## config.mk

```make
export PLATFORM = sky130hd
export DESIGN_NAME = ascii_to_u64_parser_flat
export DESIGN_NICKNAME = d
export VERILOG_FILES = /design/src/hw/rtl/atp_pkg.sv /design/src/hw/rtl/atp_ifs.sv /design/src/hw/rtl/atp_cfg.sv /design/src/hw/rtl/atp_core.sv /design/src/hw/rtl/atp_result.sv /design/src/hw/rtl/ascii_to_u64_parser.sv /design/src/flat_wrapper.sv
export SDC_FILE = /design/constraint.sdc
export NUM_CORES = 2
export LEC_CHECK = 0
export BUFFER_PORTS_ARGS = -buffer_cell sky130_fd_sc_hd__buf_2
export CORE_MARGIN = 5
export CORE_UTILIZATION = 60
export DETAILED_ROUTE_END_ITERATION = 10
export GPL_ROUTABILITY_DRIVEN = 0
export PLACE_DENSITY = 0.84
export RECOVER_POWER = 100
export SLEW_MARGIN = 25
export SYNTH_ARGS = -nofsm -noshare
export SYNTH_HDL_FRONTEND = slang
export SYNTH_HIERARCHICAL = 1
export SYNTH_SLANG_ARGS = --single-unit
```

## constraint.sdc

```tcl
create_clock -name clk -period 10.4 [get_ports clk]
set_clock_uncertainty 0.2 [all_clocks]
set_input_delay 0.52 -clock clk [delete_from_list [all_inputs] [get_ports clk]]
set_output_delay 0.52 -clock clk [all_outputs]
set_load 0.05 [all_outputs]
```

## src/hw/rtl/atp_pkg.sv

```systemverilog
package atp_pkg;

  // register defaults and limits
  localparam logic [5:0] BaseReset       = 6'd10;
  localparam logic [5:0] BaseMax         = 6'd36;
  localparam logic [5:0] BaseDecimal     = 6'd10;
  localparam logic [5:0] BaseOctal       = 6'd8;
  localparam logic [5:0] BaseHex         = 6'd16;
  localparam logic [5:0] BaseAuto        = 6'd0;
  localparam int         PosBitsDefault  = 16;
  localparam int         StopIndexBits   = 16;
  localparam int         CfgAddrBits     = 3;

  // register byte addresses
  localparam logic [CfgAddrBits-1:0] AddrNumberBase = 3'd0;

  // character codes
  localparam logic [7:0] CharNul    = 8'h00;
  localparam logic [7:0] CharSpace  = 8'h20;
  localparam logic [7:0] CharTab    = 8'h09;
  localparam logic [7:0] CharCr     = 8'h0d;
  localparam logic [7:0] CharMinus  = 8'h2d;
  localparam logic [7:0] CharPlus   = 8'h2b;
  localparam logic [7:0] CharLowerX = 8'h78;
  localparam logic [7:0] CharUpperX = 8'h58;
  localparam logic [7:0] CharZero   = 8'h30;
  localparam logic [7:0] CharNine   = 8'h39;
  localparam logic [7:0] CharLowerA = 8'h61;
  localparam logic [7:0] CharLowerZ = 8'h7a;
  localparam logic [7:0] CharUpperA = 8'h41;
  localparam logic [7:0] CharUpperZ = 8'h5a;
  localparam logic [7:0] LowerOffset = 8'd87;  // 'a' - 10
  localparam logic [7:0] UpperOffset = 8'd55;  // 'A' - 10

  // parse phases
  typedef enum logic [5:0] {
    PH_SPACE    = 6'b000001,
    PH_SIGNED   = 6'b000010,
    PH_ZERO     = 6'b000100,
    PH_HEXSTART = 6'b001000,
    PH_DIGITS   = 6'b010000,
    PH_DONE     = 6'b100000
  } phase_t;

  // digit lookup result
  typedef struct packed {
    logic       ok;
    logic [5:0] val;
  } digit_t;

  // end-of-string snapshot handed from the parser to the result stage
  typedef struct packed {
    logic                     minus;
    logic [63:0]              sum;
    logic                     seen;
    logic                     ovf;
    logic [StopIndexBits-1:0] stop;
  } fin_t;

  function automatic digit_t digit_value(input logic [7:0] c);
    digit_t     d;
    logic [7:0] t;
    d = '0;
    t = '0;
    if (c >= CharZero && c <= CharNine) begin
      t = c - CharZero;
      d.ok = 1'b1;
    end else if (c >= CharLowerA && c <= CharLowerZ) begin
      t = c - LowerOffset;
      d.ok = 1'b1;
    end else if (c >= CharUpperA && c <= CharUpperZ) begin
      t = c - UpperOffset;
      d.ok = 1'b1;
    end
    d.val = t[5:0];
    return d;
  endfunction

  function automatic logic is_space(input logic [7:0] c);
    return (c == CharSpace) || (c >= CharTab && c <= CharCr);
  endfunction

endpackage

```

## src/hw/rtl/atp_ifs.sv

```systemverilog
// byte stream channel
interface atp_char_if;
  logic       valid;
  logic       ready;
  logic [7:0] char_code;

  modport source (output valid, output char_code, input ready);
  modport sink   (input valid, input char_code, output ready);
endinterface

// parse result channel
interface atp_result_if;
  logic        valid;
  logic        ready;
  logic [63:0] parsed_value;
  logic [15:0] stop_index;
  logic        overflow_flag;
  logic        any_converted;

  modport source (output valid, output parsed_value, output stop_index,
                  output overflow_flag, output any_converted, input ready);
  modport sink   (input valid, input parsed_value, input stop_index,
                  input overflow_flag, input any_converted, output ready);
endinterface

```

## src/hw/rtl/atp_cfg.sv

```systemverilog
module atp_cfg (
  input  logic                              clk,
  input  logic                              rst,
  input  logic                              psel,
  input  logic                              penable,
  input  logic                              pwrite,
  input  logic [atp_pkg::CfgAddrBits-1:0]   paddr,
  input  logic [31:0]                       pwdata,
  output logic [31:0]                       prdata,
  output logic                              pready,
  output logic [5:0]                        number_base
);

  logic sel_base;

  assign pready   = 1'b1;
  assign sel_base = (paddr == atp_pkg::AddrNumberBase);

  // register write on the access phase
  always_ff @(posedge clk) begin
    if (rst) begin
      number_base <= atp_pkg::BaseReset;
    end else if (psel && penable && pwrite && sel_base) begin
      number_base <= pwdata[5:0];
    end
  end

  // read mux
  assign prdata = sel_base ? {26'd0, number_base} : 32'd0;

endmodule

```

## src/hw/rtl/atp_core.sv

```systemverilog
module atp_core #(
  parameter int POSITION_BITS = atp_pkg::PosBitsDefault
) (
  input  logic                clk,
  input  logic                rst,
  atp_char_if.sink            chars,
  input  logic [5:0]          number_base,
  input  logic                out_busy,
  output logic                fin_valid,
  output atp_pkg::fin_t       fin
);

  localparam int ExtW = (POSITION_BITS > atp_pkg::StopIndexBits) ?
                        POSITION_BITS : atp_pkg::StopIndexBits;

  // input register
  logic       in_valid;
  logic [7:0] char_q;

  // parse state
  atp_pkg::phase_t          phase, phase_next;
  logic                     is_minus, is_minus_next;
  logic [5:0]               active_base, active_base_next;
  logic [63:0]              running_sum, running_sum_next;
  logic                     digit_seen, digit_seen_next;
  logic [POSITION_BITS-1:0] char_position, char_position_next;
  logic [POSITION_BITS-1:0] stop_position, stop_position_next;
  logic                     overflowed, overflowed_next;

  logic                     term, advance;
  logic [POSITION_BITS-1:0] pos_inc;
  atp_pkg::digit_t          dig;
  logic [5:0]               take_base;
  logic                     take_ok;
  logic [69:0]              product;
  logic                     prod_ovf;
  logic [ExtW-1:0]          stop_ext;

  assign term    = (char_q == atp_pkg::CharNul);
  assign advance = in_valid && !(term && out_busy);
  assign chars.ready = !in_valid || advance;

  always_ff @(posedge clk) begin
    if (rst) begin
      in_valid <= 1'b0;
    end else if (chars.ready) begin
      in_valid <= chars.valid;
    end
  end

  always_ff @(posedge clk) begin
    if (chars.ready && chars.valid) begin
      char_q <= chars.char_code;
    end
  end

  // saturating position increment
  assign pos_inc = (char_position == '1) ? char_position : char_position + 1'b1;

  // base used if this byte is taken as a digit
  always_comb begin
    take_base = active_base;
    unique case (phase)
      atp_pkg::PH_SPACE, atp_pkg::PH_SIGNED:
        take_base = (number_base == atp_pkg::BaseAuto) ? atp_pkg::BaseDecimal : number_base;
      atp_pkg::PH_ZERO:
        take_base = (active_base == atp_pkg::BaseAuto) ? atp_pkg::BaseOctal : atp_pkg::BaseHex;
      default:
        take_base = active_base;
    endcase
  end

  // digit check and multiply-add with exact overflow
  assign dig      = atp_pkg::digit_value(char_q);
  assign take_ok  = (take_base != 6'd0) && (take_base <= atp_pkg::BaseMax) &&
                    dig.ok && (dig.val < take_base);
  assign product  = {6'd0, running_sum} * {64'd0, take_base} + {64'd0, dig.val};
  assign prod_ovf = (product[69:64] != 6'd0);

  // next state for one byte
  always_comb begin
    logic first, take;
    first = 1'b0;
    take  = 1'b0;
    phase_next         = phase;
    is_minus_next      = is_minus;
    active_base_next   = active_base;
    running_sum_next   = running_sum;
    digit_seen_next    = digit_seen;
    stop_position_next = stop_position;
    overflowed_next    = overflowed;
    char_position_next = pos_inc;

    unique case (phase)
      atp_pkg::PH_SPACE: begin
        if (atp_pkg::is_space(char_q)) begin
          phase_next = atp_pkg::PH_SPACE;
        end else if (char_q == atp_pkg::CharMinus) begin
          is_minus_next = 1'b1;
          phase_next    = atp_pkg::PH_SIGNED;
        end else if (char_q == atp_pkg::CharPlus) begin
          phase_next = atp_pkg::PH_SIGNED;
        end else begin
          first = 1'b1;
        end
      end
      atp_pkg::PH_SIGNED: first = 1'b1;
      atp_pkg::PH_ZERO: begin
        if (char_q == atp_pkg::CharLowerX || char_q == atp_pkg::CharUpperX) begin
          active_base_next = atp_pkg::BaseHex;
          phase_next       = atp_pkg::PH_HEXSTART;
        end else begin
          active_base_next = take_base;
          take = 1'b1;
        end
      end
      atp_pkg::PH_HEXSTART, atp_pkg::PH_DIGITS: take = 1'b1;
      default: phase_next = atp_pkg::PH_DONE;
    endcase

    // first byte after whitespace and sign
    if (first) begin
      if ((number_base == atp_pkg::BaseAuto || number_base == atp_pkg::BaseHex) &&
          char_q == atp_pkg::CharZero) begin
        active_base_next   = number_base;
        digit_seen_next    = 1'b1;
        running_sum_next   = '0;
        stop_position_next = pos_inc;
        phase_next         = atp_pkg::PH_ZERO;
      end else begin
        active_base_next = take_base;
        take = 1'b1;
      end
    end

    // digit accumulation
    if (take) begin
      if (!take_ok) begin
        phase_next = atp_pkg::PH_DONE;
      end else if (prod_ovf) begin
        overflowed_next = 1'b1;
        digit_seen_next = 1'b1;
        phase_next      = atp_pkg::PH_DONE;
      end else begin
        running_sum_next   = product[63:0];
        digit_seen_next    = 1'b1;
        stop_position_next = pos_inc;
        phase_next         = atp_pkg::PH_DIGITS;
      end
    end
  end

  // state registers, cleared after each terminating byte
  always_ff @(posedge clk) begin
    if (rst || (advance && term)) begin
      phase         <= atp_pkg::PH_SPACE;
      is_minus      <= 1'b0;
      active_base   <= 6'd0;
      running_sum   <= '0;
      digit_seen    <= 1'b0;
      char_position <= '0;
      stop_position <= '0;
      overflowed    <= 1'b0;
    end else if (advance) begin
      phase         <= phase_next;
      is_minus      <= is_minus_next;
      active_base   <= active_base_next;
      running_sum   <= running_sum_next;
      digit_seen    <= digit_seen_next;
      char_position <= char_position_next;
      stop_position <= stop_position_next;
      overflowed    <= overflowed_next;
    end
  end

  // snapshot on the terminating byte
  assign stop_ext  = ExtW'(stop_position);
  assign fin_valid = advance && term;
  assign fin.minus = is_minus;
  assign fin.sum   = running_sum;
  assign fin.seen  = digit_seen;
  assign fin.ovf   = overflowed;
  assign fin.stop  = (stop_ext > ExtW'(16'hffff)) ? 16'hffff :
                     stop_ext[atp_pkg::StopIndexBits-1:0];

endmodule

```

## src/hw/rtl/atp_result.sv

```systemverilog
module atp_result (
  input  logic           clk,
  input  logic           rst,
  input  logic           fin_valid,
  input  atp_pkg::fin_t  fin,
  output logic           out_busy,
  atp_result_if.source   results
);

  logic [63:0] value_next;
  logic [15:0] stop_next;

  // final value selection
  always_comb begin
    value_next = '0;
    stop_next  = '0;
    if (fin.ovf) begin
      value_next = '1;
    end else if (fin.seen) begin
      value_next = fin.minus ? (~fin.sum + 64'd1) : fin.sum;
      stop_next  = fin.stop;
    end
  end

  assign out_busy = results.valid && !results.ready;

  // output register valid
  always_ff @(posedge clk) begin
    if (rst) begin
      results.valid <= 1'b0;
    end else if (fin_valid) begin
      results.valid <= 1'b1;
    end else if (results.ready) begin
      results.valid <= 1'b0;
    end
  end

  // output register payload
  always_ff @(posedge clk) begin
    if (fin_valid) begin
      results.parsed_value  <= value_next;
      results.stop_index    <= stop_next;
      results.overflow_flag <= fin.ovf;
      results.any_converted <= fin.seen;
    end
  end

endmodule

```

## src/hw/rtl/ascii_to_u64_parser.sv

```systemverilog
// channel   dir  payload                                           transaction
// chars     in   char_code[7:0]                                    valid && ready
// results   out  parsed_value[63:0] stop_index[15:0] overflow_flag valid && ready
//                any_converted
// cfg       in   apb, number_base at byte 0                        psel && penable
//
// one byte per cycle sustained except while chars stalls: input register, then digit check
// and one 64x6 multiply-add, combinational, into the parse state registers
// a zero byte in the input register loads the result register unless that is still full
// synchronous reset sets number_base to 10 and clears the parse state
// chars stalls only when a zero byte meets a result register still full
module ascii_to_u64_parser #(
  parameter int POSITION_BITS = atp_pkg::PosBitsDefault
) (
  input  logic                            clk,
  input  logic                            rst,
  atp_char_if.sink                        chars,
  atp_result_if.source                    results,
  input  logic                            psel,
  input  logic                            penable,
  input  logic                            pwrite,
  input  logic [atp_pkg::CfgAddrBits-1:0] paddr,
  input  logic [31:0]                     pwdata,
  output logic [31:0]                     prdata,
  output logic                            pready
);

  logic          [5:0] number_base;
  logic                out_busy;
  logic                fin_valid;
  atp_pkg::fin_t       fin;

  // configuration register
  atp_cfg u_cfg (
    .clk         (clk),
    .rst         (rst),
    .psel        (psel),
    .penable     (penable),
    .pwrite      (pwrite),
    .paddr       (paddr),
    .pwdata      (pwdata),
    .prdata      (prdata),
    .pready      (pready),
    .number_base (number_base)
  );

  // per-byte parser
  atp_core #(
    .POSITION_BITS (POSITION_BITS)
  ) u_core (
    .clk         (clk),
    .rst         (rst),
    .chars       (chars),
    .number_base (number_base),
    .out_busy    (out_busy),
    .fin_valid   (fin_valid),
    .fin         (fin)
  );

  // result register
  atp_result u_result (
    .clk       (clk),
    .rst       (rst),
    .fin_valid (fin_valid),
    .fin       (fin),
    .out_busy  (out_busy),
    .results   (results)
  );

endmodule
```

## src/flat_wrapper.sv

```systemverilog
// flat-port wrapper written by rule: the top's interface ports become plain ports
module ascii_to_u64_parser_flat 
#(
  parameter int POSITION_BITS = atp_pkg::PosBitsDefault
)
  (clk, rst, psel, penable, pwrite, paddr, pwdata, prdata, pready, chars_valid, chars_char_code, chars_ready, results_valid, results_parsed_value, results_stop_index, results_overflow_flag, results_any_converted, results_ready);
  atp_char_if chars_i ();
  atp_result_if results_i ();
  input  logic clk;
  input  logic rst;
  input  logic psel;
  input  logic penable;
  input  logic pwrite;
  input  logic [atp_pkg::CfgAddrBits-1:0] paddr;
  input  logic [31:0] pwdata;
  output logic [31:0] prdata;
  output logic pready;
  input wire logic [$bits(chars_i.valid)-1:0] chars_valid;
  input wire logic [$bits(chars_i.char_code)-1:0] chars_char_code;
  output wire logic [$bits(chars_i.ready)-1:0] chars_ready;
  output wire logic [$bits(results_i.valid)-1:0] results_valid;
  output wire logic [$bits(results_i.parsed_value)-1:0] results_parsed_value;
  output wire logic [$bits(results_i.stop_index)-1:0] results_stop_index;
  output wire logic [$bits(results_i.overflow_flag)-1:0] results_overflow_flag;
  output wire logic [$bits(results_i.any_converted)-1:0] results_any_converted;
  input wire logic [$bits(results_i.ready)-1:0] results_ready;
  assign chars_i.valid = chars_valid;
  assign chars_i.char_code = chars_char_code;
  assign chars_ready = chars_i.ready;
  assign results_valid = results_i.valid;
  assign results_parsed_value = results_i.parsed_value;
  assign results_stop_index = results_i.stop_index;
  assign results_overflow_flag = results_i.overflow_flag;
  assign results_any_converted = results_i.any_converted;
  assign results_i.ready = results_ready;
  ascii_to_u64_parser #(.POSITION_BITS(POSITION_BITS)) u_core (.clk(clk), .rst(rst), .chars(chars_i), .results(results_i), .psel(psel), .penable(penable), .pwrite(pwrite), .paddr(paddr), .pwdata(pwdata), .prdata(prdata), .pready(pready));
endmodule
```

# Word-level counts from Yosys, hierarchy flattened
# Cells that the tools add are included.
op_classes:
  n_bitwise: 3
  n_addsub: 6
  mul: 1
  muxes: 52
  reduce_logical: 39
  magnitude_cmp: 11
  n_eq_ne: 13
ops:
  columns: ["cell", "n"]
  rows:
  - ["2-to-1 mux 64 bit", 7]
  - ["2-to-1 mux 16 bit", 7]
  - ["2-to-1 mux 6 bit", 18]
  - ["adder 70 x 6 -> 70 bit", 1]
  - ["multiplier 64 x 6 -> 70 bit", 1]
  - ["adder 64 x 1 -> 64 bit, second input constant", 1]
  - ["NOT 64 bit", 1]
  - ["== test 8 x 6 -> 1 bit, second input constant", 4]
  - ["one-hot mux 6 bit (3 select lines)", 1]
  - ["adder 16 x 1 -> 16 bit, second input constant", 1]
  - ["== test 16 bit, second input constant", 1]
  - ["== test 8 x 7 -> 1 bit, second input constant", 2]
  - ["greater-or-equal comparator 8 x 7 -> 1 bit, second input constant", 2]
  - ["greater-than comparator 16 bit, second input constant", 1]
  - ["less-or-equal comparator 8 x 7 -> 1 bit, second input constant", 2]
  - ["logical AND 1 bit", 16]
  - ["2-to-1 mux 1 bit", 15]
  - ["== test 6 x 5 -> 1 bit, second input constant", 2]
  - ["zero test 6 bit", 2]
  - ["one-hot mux 6 bit (2 select lines)", 1]
  - ["nonzero test 6 bit", 2]
  - ["subtractor 6 bit, second input constant", 2]
  - ["greater-or-equal comparator 8 x 4 -> 1 bit, second input constant", 1]
  - ["greater-or-equal comparator 8 x 6 -> 1 bit, second input constant", 1]
  - ["other kinds (21)", 33]
word_totals:
  inputBits: 50
  output_inout_bits: 117
  word_cells: 141
  reg_bits: 209

# Logic depth before layout (Yosys ltp)
logic_depth:
  word_depth: 10
  mapped_depth: 29
  mapped_depth_nobuf: 24

# By module
# The synthesis kept the hierarchy.
modules_own_cells:
  columns: ["mod", "seq_area_each_um2", "cells_per_inst", "n_inst", "area_each_um2"]
  rows:
  - ["atp_core", 2482.4, 2097, 1, 18532.8]
  - ["atp_result", 2482.4, 490, 1, 5178.7]
  - ["atp_cfg", 120.1, 63, 1, 534.3]

# Least setup slack after synthesis
# No wires, ideal clock.
synth_path:
  kind: "register -> register"
  startpoint: "register u_core.u_core.phase[2]"
  endpoint: "register u_core.u_core.running_sum[10]"
  period_less_slack_ns: 8.059
  path_buffers: 4
  path_stages_with_launch: 28
  t_required_ns: 10.140
  t_arrival_ns: 7.799
  slack_ns: 2.341
  setup_ns: 0.060
  cell_sequence: "dfxtp_1 -> buf_2 -> nor4_4 -> a22oi_2 -> a222oi_1 -> buf_2 -> buf_1 -> nand2b_1 -> fa_1 -> fa_1 -> inv_1 -> fa_1 -> inv_1 -> fa_1 -> inv_1 -> ha_1 -> and3_1 -> a221o_1 -> o2111ai_1 -> a2111oi_0 -> a21boi_0 -> o41ai_1 -> xnor2_1 -> o211ai_1 -> or3_1 -> nor3_2 -> clkbuf_1 -> a22o_1"
synth_via:
  elab_chain_cells: 9
  elab_cells_between_ends: 25
  classes_between: "add/sub: 1; mul: 1; order compare: 2; eq/ne: 5; mux: 9; reduce/logical: 7"
synth_lines:
  columns: ["element", "line", "text"]
  rows:
  - ["from (decl)", "atp_core.sv:21", "atp_pkg::phase_t phase, phase_next;"]
  - ["from (signal assigned)", "atp_core.sv:156", "phase <= atp_pkg::PH_SPACE;"]
  - ["from (signal assigned)", "atp_core.sv:165", "phase <= phase_next;"]
  - ["== test 6 x 1 -> 1 bit or == test 6 x 2 -> 1 bit (tied branches)", "atp_core.sv:63, atp_core.sv:94", null]
  - ["OR reduction 2 bit", "atp_core.sv:63", "unique case (phase)"]
  - ["one-hot mux 6 bit (2 select lines)", "atp_core.sv:63", null]
  - ["multiplier 64 x 6 -> 70 bit (tied with other cells)", "atp_core.sv:77", "assign product = {6'd0, running_sum} * {64'd0, take_base} + {64'd0, dig.val};"]
  - ["adder 70 x 6 -> 70 bit or logical AND 1 bit (tied branches)", "atp_core.sv:77, atp_core.sv:75", null]
  - ["nonzero test 6 bit or logical AND 1 bit (tied branches)", "atp_core.sv:78, atp_core.sv:75", null]
  - ["2-to-1 mux 64 bit or logical AND 1 bit (tied branches)", "atp_core.sv:140, atp_core.sv:76", null]
  - ["2-to-1 mux 64 bit", "atp_core.sv:138", "if (!take_ok) begin"]
  - ["2-to-1 mux 64 bit *", "atp_core.sv:137", "if (take) begin"]
  - ["to (signal assigned)", "atp_core.sv:168", "running_sum <= running_sum_next;"]
  - ["to (decl)", "atp_core.sv:24", "logic [63:0] running_sum, running_sum_next;"]
# Mark *: on every way between the ends. The rest lies on a longest branch, timed or not.
# A chain may end at the register's enable or synchronous reset.

# Worst setup path after layout
layout_path:
  startpoint: "register u_core.u_core.phase[1]"
  endpoint: "register u_core.u_core.running_sum[10]"
# The elaborated chain is that of the path after synthesis.

==> results.sh <==
export IMPL_outcome="complete, but fails checks"
export IMPL_violations="DRC, capacitance limit, slew limit"
export IMPL_worstSetupEndpointType="flop"
export IMPL_final_util_pct=64.4
export IMPL_timing_slew_headroom_pct=-172
export IMPL_grt_pass1_vias=20827
export IMPL_clock_sinks=209
export IMPL_rsz0062_at_grt="no"
export IMPL_cts_tree="done"
export IMPL_fp_row_count=73
export IMPL_htree_num_levels=1
export IMPL_top_layer="met4"
export IMPL_drt_wl_total_um=65200
export IMPL_path_clk_slew_ns=0.06
export IMPL_synth_flop_cell="dfxtp_1"
export IMPL_synthDistinctLibCells=85
export IMPL_fin_ws_ns=0.617
export IMPL_clk_latency_ns=0.55
export IMPL_synth_top_area_share_pct=20.8
export IMPL_layout_cells_most_common="fa_1"
export IMPL_cts_root_buf="clkbuf_16"
export IMPL_ys_warn_count=6
export IMPL_track_usage_pct=28.7
export IMPL_fillers=3238
export IMPL_met1_length_um=25700
export IMPL_n_antenna_cell=0
export IMPL_avgSynthCellArea_um2=9.15
export IMPL_initial_utilization_pct=60.9
export IMPL_startpoint_type="flop"
export IMPL_power_density_nw_per_um2=77.4
export IMPL_ys_ff_latch=209
export IMPL_io_pins=167
export IMPL_worstPathRequired_ns=10.66
export IMPL_clockBufferDepth=3
export IMPL_vdd_drop_max_mv=0.108
export IMPL_grt_max_degree=109
export IMPL_seq_area_frac_synth_pct=21.0
export IMPL_layout_drive_gt1_share_pct=4.87
export IMPL_maxCapViolCount=3
export IMPL_slew_violations=177
export IMPL_cpLargestDelayFamily="compound AO/OA/AOI/OAI gates"
export IMPL_drt_iter0_drc=1932
export IMPL_fmax_mhz=102
export IMPL_async_flop_share_pct=0
export IMPL_cpPeakStageDelay_ns=0.82
export IMPL_tightest_slew_ns=4.07
export IMPL_areaGrowthSynthToFinish_pct=5.74
export IMPL_setup_tns_ns=0
export IMPL_dpl_hpwl_um=46900
export IMPL_reg2reg_slack_ns=0.62
export IMPL_cts_buffers=24
export IMPL_drc=1
export IMPL_dp_slack_ns=1.27
export IMPL_crit_type="flop to flop"
export IMPL_worst_path_max_fanout=64
export IMPL_first_pass_iters=11
export IMPL_leakagePower_uw=0.0123
export IMPL_cp_arrival_ns=10.05
export IMPL_die_w_um=211
export IMPL_synth_top_cell_by_area="fa_1"
export IMPL_finalCriticalPeriod_ns=9.78
export IMPL_ant_nets=0
export IMPL_wl_per_cell_um=20.4
export IMPL_netlist_instances=2650
export IMPL_antenna_found_initial=0
export IMPL_setup_violations=0
export IMPL_crit_slowest_cell="a2111oi_0"
export IMPL_num_vias=20646
export IMPL_die_y_um=211
export IMPL_routed_via_density=6.46
export IMPL_holdCritPathClass="primary input to flop"
export IMPL_finalHoldViolCount=0
export IMPL_placed_area_um2=24900
export IMPL_portBuffers=113
export IMPL_die_area_um2=44500
export IMPL_min_period_over_period_pct=94.1
export IMPL_final_nets=3117
export IMPL_cp_num_buf_inv=5
export IMPL_layout_common_cells="252 x fa_1, 210 x and2_1, 209 x nand2_1"
export IMPL_synthTopCellsByArea="fa_1 21%, edfxtp_1 11%, dfxtp_1 9.8%, ha_1 8.3%, and2_1 5.8%"
export IMPL_stdcell_area_um2=25600
export IMPL_grt_pass1_wl_um=106000
export IMPL_dr_wl_met2_um=30700
export IMPL_gr_total_overflow=0
export IMPL_placeableCoreArea_um2=39800
export IMPL_synth_edf_count=90
export IMPL_syn_cell_area_um2=24200
export IMPL_met3_length_um=5940
metal layers:
layer,vias up,global-route usage (%)
li1,9168,-
met1,10097,38.2
met2,1164,47.8
met3,217,3.48
met4,0,11.9
met5,-,0
final cells by class:
class                   count  area (um^2)  area share, %
inverters                 161          604           2.36
clock inverters            13          168          0.654
well taps                 525          657           2.56
clock buffers              31          658           2.57
multi-input cells        2122        17800           69.5
repair buffers            136          658           2.57
flip-flops and latches    209         5090           19.8
flip-flops by register name, indices dropped and copies added, names as in the netlist, 6 cells and up:
| name | flops |
|---|---|
| u_core/u_cfg/number_base | 6 |
| u_core/u_core/active_base | 6 |
| u_core/u_core/char_position | 16 |
| u_core/u_core/char_q | 8 |
| u_core/u_core/phase | 6 |
| u_core/u_core/running_sum | 64 |
| u_core/u_core/stop_ext | 16 |
| u_core/u_result/results.parsed_value | 64 |
| u_core/u_result/results.stop_index | 16 |
worst register-to-register path: cells and delay by family, from the launching register on:
kind | cells | cell delay [ns]
buf+inv | 5 | 0.90
mux | 1 | 0.81
compound gates | 7 | 2.82
flops | 1 | 0.53
fa+ha+maj | 5 | 2.41
simple gates | 5 | 1.56
xor+xnor | 2 | 0.47
what timing repair did:
action	CTS	global route
gates resized for setup	0	0
hold buffers	8	0
hold endpoints to repair	8	0
setup buffers	0	0
logic make-up after synthesis:
kind of cell / Yosys count / share of synthesized area, %
XOR/XNOR: 131 / 4.73
buffers and inverters: 344 / 5.96
other: 2 / 0.0310
adder cells (fa/ha/maj): 413 / 29.1
flip-flops: 209 / 21.0
AND/OR/NAND/NOR: 993 / 22.7
multiplexers: 31 / 1.30
AO/OA/AOI/OAI: 527 / 15.2
worst paths after layout:
path | cells past startpoint | to | startpoint
worst max register to register | 25 | u_core/u_core/running_sum[10] | u_core/u_core/phase[1]
worst min register to register | 2 | u_core/u_core/stop_ext[9] | u_core/u_core/stop_ext[9]
worst min-delay path | 3 | u_core/u_cfg/number_base[3] | pwdata[3]
worst max-delay path | 25 | u_core/u_core/running_sum[10] | u_core/u_core/phase[1]
stage by stage:
step	total power (uW)	std cells	hold slack, ns
global route	2040	3197	0.0446
global placement	1090	3144	0.239
CTS	1990	3196	0.0227
finish	1990	3197	0.0402
detailed placement	1100	3144	0.243
floorplan	1050	2675	0.230
Yosys cell counts, types with 6 or more instances:
cell      number
fa_1         252
and2_1       223
nand2_1      209
ha_1         161
inv_1        160
clkbuf_1     139
nor2b_1      135
nor2_1       122
dfxtp_1      119
a21oi_1      118
edfxtp_1      90
xnor2_1       88
a21o_1        76
o21ai_0       74
a22o_1        67
nand4_1       56
nand3_1       48
xor2_1        43
buf_4         30
nor3_1        30
mux2i_1       28
nor4_1        26
a31oi_1       25
o41ai_1       21
or3_1         21
nand2b_1      19
and3_1        17
or2_2         17
o211ai_1      15
o21bai_1      15
o31ai_1       15
nand3b_1      12
a221oi_1      11
o21a_1        10
buf_2          8
nor3b_1        8
or4_1          8
and4_1         7
a211oi_1       6
a21boi_0       6
and2_2         6
nor4_2         6
o311ai_0       6
power breakdown:
part / switching, uW / total, uW / internal (uW)
combinational: 163 / 218 / 55.2
clock: 368 / 895 / 527
sequential: 15.6 / 872 / 856
Power figures use the tool's default switching activity.
